File: config.mk
export PLATFORM = sky130hd
export DESIGN_NAME = slip_frame_encoder
export DESIGN_NICKNAME = d
export VERILOG_FILES = /design/src/hdl/sfe_pkg.sv /design/src/hdl/sfe_encode.sv /design/src/hdl/sfe_serialize.sv /design/src/hdl/slip_frame_encoder.sv
export VERILOG_INCLUDE_DIRS = /design/src /design/src/hdl
export SDC_FILE = /design/constraint.sdc
export NUM_CORES = 1
export LEC_CHECK = 0
export BUFFER_PORTS_ARGS = -buffer_cell sky130_fd_sc_hd__buf_2
export CAP_MARGIN = 20
export CORE_UTILIZATION = 35
export DETAILED_ROUTE_END_ITERATION = 7
export GPL_TIMING_DRIVEN = 0
export HOLD_SLACK_MARGIN = 0.12
export PLACE_DENSITY = 0.49
export RECOVER_POWER = 25
export SLEW_MARGIN = 20
export SYNTH_ARGS = -nofsm -noshare
export SYNTH_HDL_FRONTEND = slang
export SYNTH_SLANG_ARGS = --single-unit
File: constraint.sdc
create_clock -name clk -period 2.9 [get_ports clk]
set_input_delay 0.58 -clock clk [delete_from_list [all_inputs] [get_ports clk]]
set_output_delay 0.58 -clock clk [all_outputs]
set_load 0.02 [all_outputs]
File: src/hdl/slip_frame_encoder_assert.svh
// assertion macros for the slip frame encoder, sampled on clk and held off during rst_n
`ifndef SLIP_FRAME_ENCODER_ASSERT_SVH
`define SLIP_FRAME_ENCODER_ASSERT_SVH

// condition must hold at every clock edge
`define SFE_ASSERT_ALWAYS(label, cond, msg) \
    label: assert property (@(posedge clk) disable iff (!rst_n) (cond)) \
        else $error(msg);

// consequent must hold in the cycle after the antecedent
`define SFE_ASSERT_NEXT(label, ante, cons, msg) \
    label: assert property (@(posedge clk) disable iff (!rst_n) (ante) |=> (cons)) \
        else $error(msg);

`endif

File: src/hdl/sfe_pkg.sv
package sfe_pkg;

    localparam int FRAME_LIMIT = 1024;
    localparam int COUNT_W     = $clog2(FRAME_LIMIT + 1);

    localparam logic [7:0] END_CODE     = 8'hC0;
    localparam logic [7:0] ESC_CODE     = 8'hDB;
    localparam logic [7:0] ESC_END_CODE = 8'hDC;
    localparam logic [7:0] ESC_ESC_CODE = 8'hDD;

    typedef struct packed {
        logic [7:0] line_byte;
        logic       frame_done;
        logic       frame_abort;
    } result_t;

    // all results one request produces, in emit order
    typedef struct packed {
        logic [1:0]        n;
        result_t [2:0]     res;
    } plan_t;

endpackage

File: src/hdl/sfe_encode.sv
module sfe_encode
    import sfe_pkg::*;
(
    input  logic       clk,
    input  logic       rst_n,
    input  logic       in_valid,
    output logic       in_ready,
    input  logic [7:0] payload_byte,
    input  logic       frame_last,
    output logic       plan_valid,
    output plan_t      plan,
    input  logic       plan_taken
);

    logic [COUNT_W-1:0] count_reg;
    logic [COUNT_W-1:0] count_next;
    logic               ovf_reg;
    logic               ovf_next;
    logic               plan_valid_reg;
    logic               plan_valid_next;
    plan_t              plan_reg;
    plan_t              plan_next;
    logic               accept;
    logic               room;
    logic               close_end;
    logic [COUNT_W-1:0] count_sum;
    result_t            close_res;

    assign in_ready = !plan_valid_reg || plan_taken;
    assign accept   = in_valid && in_ready;

    always_comb
    begin
        plan_next  = '0;
        count_sum  = count_reg;
        room       = !ovf_reg && (count_reg < COUNT_W'(FRAME_LIMIT - 1));
        if (room)
        begin
            if (payload_byte == END_CODE || payload_byte == ESC_CODE)
            begin
                plan_next.res[0] = '{line_byte: ESC_CODE, frame_done: 1'b0, frame_abort: 1'b0};
                plan_next.res[1] = '{line_byte: (payload_byte == END_CODE) ? ESC_END_CODE
                                                                        : ESC_ESC_CODE,
                                     frame_done: 1'b0, frame_abort: 1'b0};
                plan_next.n      = 2'd2;
                count_sum        = count_reg + COUNT_W'(2);
            end
            else
            begin
                plan_next.res[0] = '{line_byte: payload_byte, frame_done: 1'b0,
                                     frame_abort: 1'b0};
                plan_next.n      = 2'd1;
                count_sum        = count_reg + COUNT_W'(1);
            end
        end
        ovf_next   = ovf_reg || !room;
        count_next = count_sum;

        close_end = !ovf_next && (count_sum < COUNT_W'(FRAME_LIMIT));
        close_res = '{line_byte: close_end ? END_CODE : 8'h00, frame_done: 1'b1,
                      frame_abort: !close_end};
        if (frame_last)
        begin
            case (plan_next.n)
                2'd0:    plan_next.res[0] = close_res;
                2'd1:    plan_next.res[1] = close_res;
                default: plan_next.res[2] = close_res;
            endcase
            plan_next.n = plan_next.n + 2'd1;
            count_next  = '0;
            ovf_next    = 1'b0;
        end
    end

    always_comb
    begin
        plan_valid_next = plan_valid_reg;
        if (accept)
            plan_valid_next = 1'b1;
        else if (plan_taken)
            plan_valid_next = 1'b0;
    end

    always_ff @(posedge clk or negedge rst_n)
    begin
        if (!rst_n)
        begin
            count_reg      <= '0;
            ovf_reg        <= 1'b0;
            plan_valid_reg <= 1'b0;
        end
        else
        begin
            plan_valid_reg <= plan_valid_next;
            if (accept)
            begin
                count_reg <= count_next;
                ovf_reg   <= ovf_next;
            end
        end
    end

    always_ff @(posedge clk)
    begin
        if (accept)
            plan_reg <= plan_next;
    end

    assign plan_valid = plan_valid_reg;
    assign plan       = plan_reg;

endmodule

File: src/hdl/sfe_serialize.sv
module sfe_serialize
    import sfe_pkg::*;
(
    input  logic       clk,
    input  logic       rst_n,
    input  logic       plan_valid,
    input  plan_t      plan,
    output logic       plan_taken,
    output logic       out_valid,
    input  logic       out_ready,
    output logic [7:0] line_byte,
    output logic       frame_done,
    output logic       frame_abort,
    output logic       item_last
);

    logic [1:0] idx_reg;
    logic [1:0] idx_next;
    logic       out_valid_reg;
    logic       out_valid_next;
    result_t    res_reg;
    logic       last_reg;
    result_t    cur;
    logic       load;
    logic       last_res;

    always_comb
    begin
        case (idx_reg)
            2'd0:    cur = plan.res[0];
            2'd1:    cur = plan.res[1];
            default: cur = plan.res[2];
        endcase
    end

    assign last_res = (idx_reg == (plan.n - 2'd1));
    assign load     = plan_valid && (plan.n != 2'd0) && (!out_valid_reg || out_ready);
    // a dropped byte leaves an empty plan that retires without output
    assign plan_taken = plan_valid && ((plan.n == 2'd0) || (load && last_res));

    always_comb
    begin
        idx_next       = idx_reg;
        out_valid_next = out_valid_reg;
        if (load)
        begin
            idx_next       = last_res ? 2'd0 : idx_reg + 2'd1;
            out_valid_next = 1'b1;
        end
        else if (out_ready)
            out_valid_next = 1'b0;
    end

    always_ff @(posedge clk or negedge rst_n)
    begin
        if (!rst_n)
        begin
            idx_reg       <= 2'd0;
            out_valid_reg <= 1'b0;
        end
        else
        begin
            idx_reg       <= idx_next;
            out_valid_reg <= out_valid_next;
        end
    end

    always_ff @(posedge clk)
    begin
        if (load)
        begin
            res_reg  <= cur;
            last_reg <= last_res;
        end
    end

    assign out_valid   = out_valid_reg;
    assign line_byte   = res_reg.line_byte;
    assign frame_done  = res_reg.frame_done;
    assign frame_abort = res_reg.frame_abort;
    assign item_last   = last_reg;

endmodule

File: src/hdl/slip_frame_encoder.sv
// SLIP frame encoder: payload bytes enter with a last-of-frame flag and leave as line bytes,
// END and ESC escaped, the frame closed by END, or by an abort result (frame_done and
// frame_abort high, line_byte zero) when the frame outgrew its line-byte limit. The input
// stage computes every result of a request combinationally into a plan register; a single
// output register then sends one line byte per cycle while out_ready is high, so a plain
// byte becomes one line byte, an escaped byte two, and a closing END or abort one more.
// Payload flows at one byte per cycle when nothing needs escaping and out_ready stays high;
// requests pass the plan register, then the output register. item_last marks the last
// result of each request; a byte dropped past the limit yields none unless it closes the frame.
`include "slip_frame_encoder_assert.svh"

module slip_frame_encoder
    import sfe_pkg::*;
(
    input  logic       clk,
    input  logic       rst_n,
    input  logic       in_valid,
    output logic       in_ready,
    input  logic [7:0] payload_byte,
    input  logic       frame_last,
    output logic       out_valid,
    input  logic       out_ready,
    output logic [7:0] line_byte,
    output logic       frame_done,
    output logic       frame_abort,
    output logic       item_last
);

    logic  plan_valid;
    plan_t plan;
    logic  plan_taken;

    sfe_encode u_encode (
        .clk          (clk),
        .rst_n        (rst_n),
        .in_valid     (in_valid),
        .in_ready     (in_ready),
        .payload_byte (payload_byte),
        .frame_last   (frame_last),
        .plan_valid   (plan_valid),
        .plan         (plan),
        .plan_taken   (plan_taken)
    );

    sfe_serialize u_serialize (
        .clk         (clk),
        .rst_n       (rst_n),
        .plan_valid  (plan_valid),
        .plan        (plan),
        .plan_taken  (plan_taken),
        .out_valid   (out_valid),
        .out_ready   (out_ready),
        .line_byte   (line_byte),
        .frame_done  (frame_done),
        .frame_abort (frame_abort),
        .item_last   (item_last)
    );

    `SFE_ASSERT_ALWAYS(a_abort_shape,
        !(out_valid && frame_abort) || (frame_done && item_last && line_byte == 8'h00),
        "abort result must close the frame with a zero byte")
    `SFE_ASSERT_ALWAYS(a_done_is_last, !(out_valid && frame_done) || item_last,
        "frame close must be the last result of its request")
    `SFE_ASSERT_NEXT(a_results_back_to_back, out_valid && out_ready && !item_last,
        out_valid, "results of one request must follow without a gap")

endmodule
==> summary.md, run 1 <==
| Metric | Value |
|---|---|
| Synthesized instance count | 207 |
| Worst-skew pair later-pin latency | 0.30 ns |
| Hold Crit Class | in2async |
| Pwr Density | 1020 nW/µm² |
| Worst-Margin Slew | 0.9777 ns |
| Cell variety after synth | 49 |
| Total number of vias | 1686 |
| First-pass DRT Iterations | 6 |
| Port Buffer Count | 25 |
| Critical Path RT | 3.09 ns |
| Run status | finished, violations left |
| First-pass GRT wire length | 8183 µm |
| Post-synth EDFFs | 31 |
| H-Tree Depth | 2 |
| Die extent in x | 84 µm |
| Area grow syn2layout | 14.46% |
| Finished Core Util | 41.94% |
| Setup bufs post-CTS | 0 |
| CTS tree | yes |
| Max reg flops | 20 |
| Slowest CP cell | edfxtp_1 |
| Synth Cell Area | 2354 µm² |
| Most frequent cell on the critical path | inv_1 |
| Critical path endpoint category | flip-flop |
| RSZ-0062 raised after global routing | false |
| Final Power | 2.749 mW |
| Mean post-synth cell area | 11.37 µm² |
| Share of the synthesized area in the top cell type | 39.55% |
| CP Max Fanout | 29 |
| Die area | 7056 µm² |
| Clk_skew | 0.004002 ns |
| Maximum vdd drop | 0.2699 mV |
| Initial core utilization | 36.65% |
| Synth warnings | 0 |
| Avg Vias per Cell | 5.319 |
| Worst path max stage delay | 0.41 ns |
| Residual DRC count | 5 |
| Sequential fraction of the synthesis area | 56.57% |
| Most used DFF post-synth | edfxtp_1 |
| Max Freq | 0.3695 GHz |
| Tot GR Track Use | 14.74% |
| Core ar. | 6422 µm² |
| Initial antenna violation count | 0 |
| Post-synth net total | 227 |
| Max-Cap Viols | 0 |
| Critical Path, Cell by Cell | inv_1, ha_1, xnor2_1, o31a_1, inv_1, nand2_1, clkinv_2, o21ai_0, a211o_1 |
| Clock transition at the registers of the reported paths | 0.09 ns |
| Commonest non-fill, non-tap cell in the layout | edfxtp_1 |
| Buf/Inv on CP | 3 |
| Final count of pins violating max slew | 0 |
| Boundary pin count | 26 |
| Most frequent cells in the layout | edfxtp_1 (31), nand2_1 (23), buf_2 (17), dfrtp_1 (16), inv_1 (12) |
| Dpl hpwl | 3420 µm |
| GP Congestion | 0.8506 |
| GR Overflow Total | 0 |
| Final Instance Area | 2694 µm² |
| Max Buffers Root-to-Sink | 2 |
| Post-DP Area | 2575 µm² |
| Rows | 29 |
| CTS root buffer | clkbuf_8 |
| Synth top area cells | edfxtp_1 (40%), dfrtp_1 (17%), ha_1 (3.7%) |
| Yosys top cell by area | edfxtp_1 |
| Clock sink count | 47 |
| CP Class | reg2reg |
| Layout net count | 259 |
| Num CTS Buffers | 5 |
| Die Y | 84 µm |
| Critical Path AT | 2.90 ns |
| Total wire length | 4850 µm |
| #FFs+latches synth | 47 |
| Kind of cell adding the most delay to the critical path | compound AO/OA/AOI/OAI gates |
| Setup TNS | 0 ns |
| Async SR Flop Fraction | 34.04% |
| Crit share post-route | 93.33% |
| Initial DRC Count | 105 |
| DRT antenna net count | 0 |
| Fin crit period | 2.707 ns |
| Leakage | 1.101 nW |
| Diodes inserted | 0 |
| Largest net degree at the start of global routing | 30 |
| Routed len/inst | 15.30 µm |
| Rel. slew slack | 34.82% |
| Final Hold Viols | 0 |
| Number of global-route vias before repair | 1715 |
| Type of origin of the critical path | flip-flop |
| Layout cells sized above 1 | 15.42% |
| Setup violators final | 0 |
| Failing checks | DRC |
## worst reg2reg max path, stage by stage, from the launching register on
cell	delay [ns]
edfxtp_1	0.41
inv_1	0.07
ha_1	0.23
xnor2_1	0.15
o31a_1	0.37
inv_1	0.13
nand2_1	0.14
clkinv_2	0.38
o21ai_0	0.36
a211o_1	0.37
## stage by stage
stage	hold slack, ns	setup WS [ns]	cells
after global placement	0.4831	-0.2729	309
after floorplan	0.2844	0.2931	207
final	0.4029	0.1933	317
after global routing	0.4688	0.007920	317
after CTS	0.2011	0.1495	317
after detailed placement	0.4821	-0.2798	309
## final timing paths
kind / start / to / slack [ns] / cells past startpoint
max: u_encode.plan[30]$_DFFE_PP_ / u_encode.count_reg[5]$_DFFE_PN0P_ / 0.19 / 9
min: rst_n / u_serialize.out_valid$_DFFE_PN0P_ / 0.40 / 1
max reg2reg: u_encode.plan[30]$_DFFE_PP_ / u_encode.count_reg[5]$_DFFE_PN0P_ / 0.19 / 9
min reg2reg: u_encode.count_reg[8]$_DFFE_PN0P_ / u_encode.count_reg[8]$_DFFE_PN0P_ / 0.50 / 1
max in group asynchronous: rst_n / u_encode.count_reg[7]$_DFFE_PN0P_ / 1.91 / 1
min in group clk: u_encode.count_reg[8]$_DFFE_PN0P_ / u_encode.count_reg[8]$_DFFE_PN0P_ / 0.50 / 1
## layer usage
| metal | GRT usage (%) | vias up | share of wire, % |
|---|---|---|---|
| met2 | 24.74 | 26 | 49 |
| met5 | 0 | - | 0 |
| met3 | 2.770 | 9 | 2.8 |
| li1 | - | 838 | - |
| met1 | 18.62 | 813 | 47 |
| met4 | 6.113 | 0 | 1.6 |
## cell usage after synthesis (3+ instances only)
cell,instances
xnor2_1,3
nor2_1,10
nand3_1,4
ha_1,7
inv_1,12
and3_1,5
a22o_1,3
o31ai_1,4
and2_1,9
nor2b_1,4
nand2b_1,3
nor3_1,5
o21a_1,5
dfrtp_1,16
o211ai_1,5
a21o_1,3
clkbuf_1,4
nand4_1,4
nand2_1,23
o21ai_0,5
edfxtp_1,31
a21oi_1,6
## final cells by class
cell class	count	area [µm²]
repair buffers	25	115.1
inverters	14	53.80
plain buffers	5	23.77
well taps	77	96.34
multi-input cells	141	957.2
flip-flops and latches	47	1331
clock buffers	5	68.82
fillers	652	3729
clock inverters	3	47.55
## repair_timing
action	CTS	global route
resized for setup	2	2
endpoints found under the setup margin	15	6
hold endpoints to repair	0	0
hold buffers	0	0
## power breakdown
group	switching [mW]	internal, mW	leakage [nW]
Clock	0.242	0.262	0.0587
Sequential	0.122	1.07	0.504
Combinational	0.697	0.359	0.538
Total	1.06	1.69	1.10
## logic make-up (layout without fill, tap and decap cells)
kind of cell               after synthesis  in the layout  share of synthesized area, %
adders and majority gates                7              7                         3.721
AOI/OAI and AO/OA                       51             51                         16.53
and+or+nand+nor                         77             77                         17.44
muxes                                    3              3                         1.435
DFF                                     47             47                         56.57
xor gates and xnor gates                 3              3                         1.117
buffers and inverters                   19             52                         3.190
Note: power is estimated with default switching activity, not from simulation.
==> run 2, diff against run 1 <==
CORE_ASPECT_RATIO = 0.5   (was not set)
CORE_UTILIZATION = 58   (was 35)
PLACE_DENSITY = 0.76   (was 0.49)
SKIP_CTS_REPAIR_TIMING = 1   (was not set)
==> run 2 against run 1 <==
Compared with the run above:
- the run now ends clean
- final cell count decreased by 7.9%
- first-iteration DRC count down 30%
- non-clock buffer count unchanged
- clock skew rose by 0.0032 ns
- global-route usage up 11 points
- final area down 0.88%
- routed wire length rose by 1.0%
- critical endpoint is now u_encode.plan[7]$_DFFE_PP_
- highest routed layer unchanged
==> summary.md, run 2 (synthesis gave the netlist of run 1 again) <==
| Metric | Value |
|---|---|
| Run status | completed |
| Finished Core Util | 72.96% |
| RSZ-0062 raised after global routing | false |
| FF-to-FF path depth | 9 |
| Critical Path, Cell by Cell | ha_1, and3_1, a21oi_1, clkbuf_2, nand2_1, ha_1, and2_1, nor2_2, and2_1 |
| Max Freq | 0.3736 GHz |
| Seq pwr share | 43.2% |
| Dpl hpwl | 3419 µm |
| Worst-skew pair later-pin latency | 0.30 ns |
| Critical Path AT | 2.84 ns |
| Reg2reg end | u_encode.plan[7]$_DFFE_PP_ |
| Cell-internal power | 1.695 mW |
| Final count of pins violating max slew | 0 |
| Routed len/inst | 16.78 µm |
| Rows | 15 |
| Final Instance Area | 2670 µm² |
| Worst-Margin Slew | 0.9862 ns |
| Clock sink count | 47 |
| Largest net degree at the start of global routing | 30 |
| Number of instances in the placed design | 283 |
| CTS tree | yes |
| Kind of cell adding the most delay to the critical path | simple AND/OR/NAND/NOR gates |
| Initial antenna violation count | 0 |
| Final Hold Viols | 0 |
| Slowest CP cell | dfrtp_1 |
| Fin crit period | 2.676 ns |
| Area grow syn2layout | 13.45% |
| Boundary pin count | 26 |
| Total wire length | 4900 µm |
| Max Buffers Root-to-Sink | 2 |
| Worst path max stage delay | 0.46 ns |
| Layout net count | 260 |
| CTS root buffer | clkbuf_8 |
| Die area | 4332 µm² |
| Setup slack, reg-to-reg | 0.22 ns |
| H-Tree Depth | 2 |
| Avg Vias per Cell | 5.938 |
| Clock power frac | 17.8% |
| First-pass DRT Iterations | 4 |
| Post-DP Area | 2542 µm² |
| Setup violators final | 0 |
| Commonest non-fill, non-tap cell in the layout | edfxtp_1 |
| Total number of vias | 1734 |
| Gate power share | 39.1% |
| Die extent in x | 92.09 µm |
| CP Max Fanout | 10 |
| Critical path endpoint category | flip-flop |
| Rel. slew slack | 34.01% |
| Leakage | 1.099 nW |
| Buf/Inv on CP | 1 |
| Tot GR Track Use | 25.27% |
| Diodes inserted | 0 |
| Num CTS Buffers | 5 |
| Hold Crit Class | in2async |
| CP Class | reg2reg |
| NetSw | 1.086 mW |
| Maximum vdd drop | 0.4361 mV |
| GR Overflow Total | 0 |
| Layout Cells excl Fill | 292 |
| First-pass GRT wire length | 7935 µm |
| Max reg flops | 20 |
| Type of origin of the critical path | flip-flop |
| Filler cells | 262 |
| Port Buffer Count | 25 |
| Core ar. | 3660 µm² |
| Clock transition at the registers of the reported paths | 0.09 ns |
| Crit share post-route | 92.29% |
| Die Y | 47.05 µm |
| Max-Cap Viols | 0 |
| Final Power | 2.781 mW |
| Number of global-route vias before repair | 1629 |
| Pwr Density | 1041 nW/µm² |
| Clk_skew | 0.007231 ns |
| GP Congestion | 0.8570 |
| Worst r2r src | u_encode.count_reg[1]$_DFFE_PN0P_ |
| Layout cells sized above 1 | 15.77% |
| Initial core utilization | 64.31% |
| Residual DRC count | 0 |
| Most frequent cells in the layout | edfxtp_1 (31), nand2_1 (23), buf_2 (18), dfrtp_1 (16), inv_1 (12) |
| Sw Ratio | 39.05% |
| Initial DRC Count | 73 |
| Critical Path RT | 3.07 ns |
| DRT antenna net count | 0 |
run 2: cell types whose count changed in the layout (fill, tap and decap cells not counted), sizes merged:
| cell | change |
|---|---|
| buf | +1 |
| clkbuf | -1 |
| clkinv | -1 |
| clkinvlp | +2 |
run 2: routing by layer:
metal / share of wire (%) / global-route usage, % / up-vias / wire length [µm]
li1: - / - / 846 / -
met2: 46 / 44.03 / 44 / 2267
met1: 48 / 32.77 / 840 / 2328
met4: 1.0 / 9.063 / 0 / 49
met5: 0 / 0 / - / 0
met3: 5.2 / 5.825 / 4 / 254
run 2: worst max-delay path by stage:
stage | startpoint | to | slack [ns] | depth (start not counted)
2_1_floorplan | u_encode.plan[30]$_DFFE_PP_ | u_encode.count_reg[9]$_DFFE_PN0P_ | 0.29 | 9
3_3_place_gp | out_ready | u_encode.count_reg[3]$_DFFE_PN0P_ | -0.17 | 8
3_5_place_dp | u_encode.plan[30]$_DFFE_PP_ | u_encode.count_reg[3]$_DFFE_PN0P_ | -0.32 | 9
4_1_cts | u_encode.plan[30]$_DFFE_PP_ | u_encode.count_reg[3]$_DFFE_PN0P_ | -0.36 | 9
5_1_grt | u_encode.plan[30]$_DFFE_PP_ | u_encode.count_reg[3]$_DFFE_PN0P_ | 0.06 | 9
6_report | u_encode.count_reg[1]$_DFFE_PN0P_ | u_encode.plan[7]$_DFFE_PP_ | 0.22 | 9
run 2: area by class of cell:
| cell class | instances | area [µm²] | share of cell area (%) |
|---|---|---|---|
| plain buffers | 5 | 23.77 | 0.8903 |
| clock buffers | 5 | 68.82 | 2.577 |
| clock inverters | 3 | 47.55 | 1.781 |
| inverters | 14 | 56.30 | 2.109 |
| multi-input cells | 141 | 954.7 | 35.75 |
| flip-flops and latches | 47 | 1331 | 49.86 |
| well taps | 51 | 63.81 | 2.390 |
| repair buffers | 25 | 116.4 | 4.358 |
| repair inverters | 1 | 7.507 | 0.2812 |
run 2: worst reg2reg max path, stage by stage, from the launching register on:
cell and delay (ns):
dfrtp_1 0.46, ha_1 0.28, and3_1 0.17, a21oi_1 0.28
clkbuf_2 0.31, nand2_1 0.22, ha_1 0.27, and2_1 0.19
nor2_2 0.19, and2_1 0.18
run 2: through the flow:
stage | hold WS [ns] | TNS [ns] | setup slack, ns
final | 0.3914 | 0 | 0.2235
after floorplan | 0.2844 | 0 | 0.2931
after global routing | 0.4673 | 0 | 0.06099
after global placement | 0.4736 | -0.9446 | -0.1695
after CTS | 0.1911 | -2.346 | -0.3621
after detailed placement | 0.4887 | -2.346 | -0.3246
run 2: power groups by stage:
| stage | sequential (mW) | clock (mW) | combinational, mW |
|---|---|---|---|
| finish | 1.20 | 0.494 | 1.09 |
| CTS | 1.20 | 0.499 | 1.07 |
| floorplan | 1.29 | 0 | 0.658 |
| detailed placement | 1.21 | 0 | 1.06 |
| global route | 1.23 | 0.525 | 1.19 |
| global placement | 1.19 | 0 | 1.02 |
==> run 3, diff against run 2 <==
SYNTH_HIERARCHICAL = 1   (was not set)
==> run 3 against run 2 <==
Compared with the run above:
- the flow now finishes with violations (DRC)
- via count up 11%
- sequential cell count stayed put
- hold slack worse by 0.0075 ns
- utilization fell by 1.6 points
- register-to-register slack improved by 0.06 ns
- first-iteration DRC count up 15%
==> summary.md, run 3 <==
| Metric | Value |
|---|---|
| Run status | finished, violations left |
| Failing checks | DRC |
| Worst-Margin Slew | 0.9851 ns |
| Leakage | 1.191 nW |
| Number of instances in the placed design | 324 |
| Die area | 4542 µm² |
| Avg Vias per Cell | 5.683 |
| Initial DRC Count | 84 |
| Worst-skew pair later-pin latency | 0.31 ns |
| Area grow syn2layout | 15.09% |
| Total number of vias | 1921 |
| Clock transition at the registers of the reported paths | 0.09 ns |
| Maximum vdd drop | 0.3955 mV |
| Rows | 16 |
| Number of global-route vias before repair | 1627 |
| Routed len/inst | 14.80 µm |
| Largest net degree at the start of global routing | 22 |
| CTS tree | yes |
| Layout net count | 304 |
| Post-Place Setup Slack | -0.2591 ns |
| Synthesized instance count | 238 |
| CTS root buffer | clkbuf_8 |
| Max reg flops | 20 |
| Min Hold Slack | 0.3839 ns |
| RSZ-0062 raised after global routing | false |
| Setup violators final | 0 |
| Most frequent cell on the critical path | nand2_1 |
| Clk_skew | 0.005702 ns |
| Async SR Flop Fraction | 34.04% |
| Setup TNS | 0 ns |
| Cell-internal power | 1.697 mW |
| Most frequent cells in the layout | nand2_1 (40), edfxtp_1 (31), buf_2 (20), buf_4 (17), dfrtp_1 (16) |
| Seq pwr share | 42.2% |
| Commonest non-fill, non-tap cell in the layout | nand2_1 |
| Pwr Density | 976.7 nW/µm² |
| Yosys top cell by area | edfxtp_1 |
| Layout cells sized above 1 | 19.37% |
| Die Y | 48.16 µm |
| Total wire length | 5001 µm |
| Boundary pin count | 26 |
| #FFs+latches synth | 47 |
| Cell variety after synth | 46 |
| Slowest CP cell | or4_4 |
| Critical Path RT | 3.05 ns |
| Diodes inserted | 0 |
| Synth Cell Area | 2471 µm² |
| Type of origin of the critical path | primary input |
| Count leader, synth | nand2_1 |
| Rel. slew slack | 33.76% |
| CP Max Fanout | 10 |
| Post-DP Area | 2690 µm² |
| Clock sink count | 47 |
| Critical Path, Cell by Cell | buf_2, or4_4, a21oi_4, clkbuf_1, nand2_1, ha_1, nand2_1, nand2_1, nor2_1 |
| Critical Path AT | 2.80 ns |
| Share of the synthesized area in the top cell type | 37.67% |
| Num CTS Buffers | 5 |
| Fin crit period | 2.649 ns |
| H-Tree Depth | 2 |
| Gate power share | 39.8% |
| Post-synth top cells | nand2_1 (41), edfxtp_1 (31), dfrtp_1 (16), nor2_1 (14) |
| Sw Ratio | 38.89% |
| Setup WS post-layout | 0.2505 ns |
| Synth warnings | 6 |
| Max-Cap Viols | 0 |
| Worst path max stage delay | 0.56 ns |
| Synth top area cells | edfxtp_1 (38%), dfrtp_1 (16%), nand2_1 (6.2%) |
| Dpl hpwl | 3416 µm |
| Most used DFF post-synth | edfxtp_1 |
| Final Instance Area | 2844 µm² |
| Mean post-synth cell area | 10.38 µm² |
| Sequential fraction of the synthesis area | 53.87% |
| Finished Core Util | 71.39% |
| Port Buffer Count | 25 |
| Die extent in x | 94.31 µm |
| Initial antenna violation count | 0 |
| CP Class | in2reg |
| Final count of pins violating max slew | 0 |
| Post-synth EDFFs | 31 |
| Final Power | 2.778 mW |
| Tot GR Track Use | 22.86% |
| Initial core utilization | 62.03% |
| Layout Cells excl Fill | 338 |
| Core ar. | 3984 µm² |
| DRT antenna net count | 0 |
| Hold Crit Class | in2async |
| Clock power frac | 18.0% |
| First-pass GRT wire length | 7355 µm |
| First-pass DRT Iterations | 7 |
| Critical path endpoint category | flip-flop |
| Residual DRC count | 1 |
| Max Buffers Root-to-Sink | 2 |
| GR Overflow Total | 0 |
| NetSw | 1.080 mW |
| Kind of cell adding the most delay to the critical path | simple AND/OR/NAND/NOR gates |
| Filler cells | 289 |
| Buf/Inv on CP | 2 |
| Final Hold Viols | 0 |
| Crit share post-route | 91.36% |
| Max Freq | 0.3774 GHz |
| GP Congestion | 0.8575 |
==> run 3: cell count changes after synthesis, sizes merged, moves of 3 or more <==
| cell | delta |
|---|---|
| nand3 | +7 |
| nor2b | -4 |
| a21oi | +5 |
| o21a | -5 |
| a22o | -3 |
| and2 | -8 |
| o21ai | +5 |
| xnor2 | -3 |
| a22oi | +8 |
| buf | +13 |
| nand2 | +18 |
| nor2 | +5 |
| or4 | +5 |
==> run 3: routing by layer <==
metal	global-route usage, %	wire, µm
met1	29.82	2140
met5	0	0
met4	6.462	30
met3	6.075	388
met2	39.42	2441
==> run 3: worst reg2reg max path: cells and delay by family (launching register included) <==
kind / cells / cell delay, ns
adder cells (fa/ha/maj): 2 / 0.52
buffers and inverters: 1 / 0.40
AND/OR/NAND/NOR: 5 / 0.80
AO/OA/AOI/OAI: 1 / 0.29
flip-flops: 1 / 0.46
==> run 3: area by class of cell <==
type                            instances  area [µm²]  area share, %
Clock buffer                            5       68.82          2.420
Buffer                                 18       115.1          4.047
Inverter                               13       52.55          1.848
Multi-Input combinational cell        167        1002          35.24
Timing Repair Buffer                   30       153.9          5.411
Sequential cell                        47        1331          46.81
Tap cell                               54       67.56          2.376
Timing Repair inverter                  1       5.005         0.1760
Clock inverter                          3       47.55          1.672
==> run 3: kinds of logic (layout without fill, tap and decap cells) <==
group	count (synthesis)	in the layout	share of synthesized area, %
xor+xnor	2	2	0.7090
simple gates	96	96	19.24
buf+inv	31	70	6.633
compound gates	51	51	14.38
other cells	1	8	0.1518
flops	47	47	53.87
fa+ha+maj	8	8	4.051
mux	2	2	0.9619
==> run 3: final timing paths <==
path | from | end | slack (ns) | cells after the start
max | payload_byte[0] | u_encode/plan[3]$_DFFE_PP_ | 0.25 | 9
min | rst_n | u_encode/count_reg[4]$_DFFE_PN0P_ | 0.38 | 1
max reg2reg | u_encode/count_reg[1]$_DFFE_PN0P_ | u_encode/plan[3]$_DFFE_PP_ | 0.28 | 9
min reg2reg | u_encode/ovf_reg$_DFFE_PN0P_ | u_encode/ovf_reg$_DFFE_PN0P_ | 0.54 | 2
max in group asynchronous | rst_n | u_encode/count_reg[9]$_DFFE_PN0P_ | 1.94 | 1
min in group clk | in_valid | u_encode/plan_valid$_DFFE_PN0P_ | 0.48 | 2
==> run 3: power groups by stage <==
| stage | Clock (mW) | Combinational, mW | Sequential (mW) |
|---|---|---|---|
| CTS | 0.509 | 1.06 | 1.17 |
| detailed placement | 0 | 1.06 | 1.19 |
| global placement | 0 | 1.02 | 1.17 |
| finish | 0.500 | 1.11 | 1.17 |
| global route | 0.529 | 1.22 | 1.21 |
| floorplan | 0 | 0.663 | 1.28 |
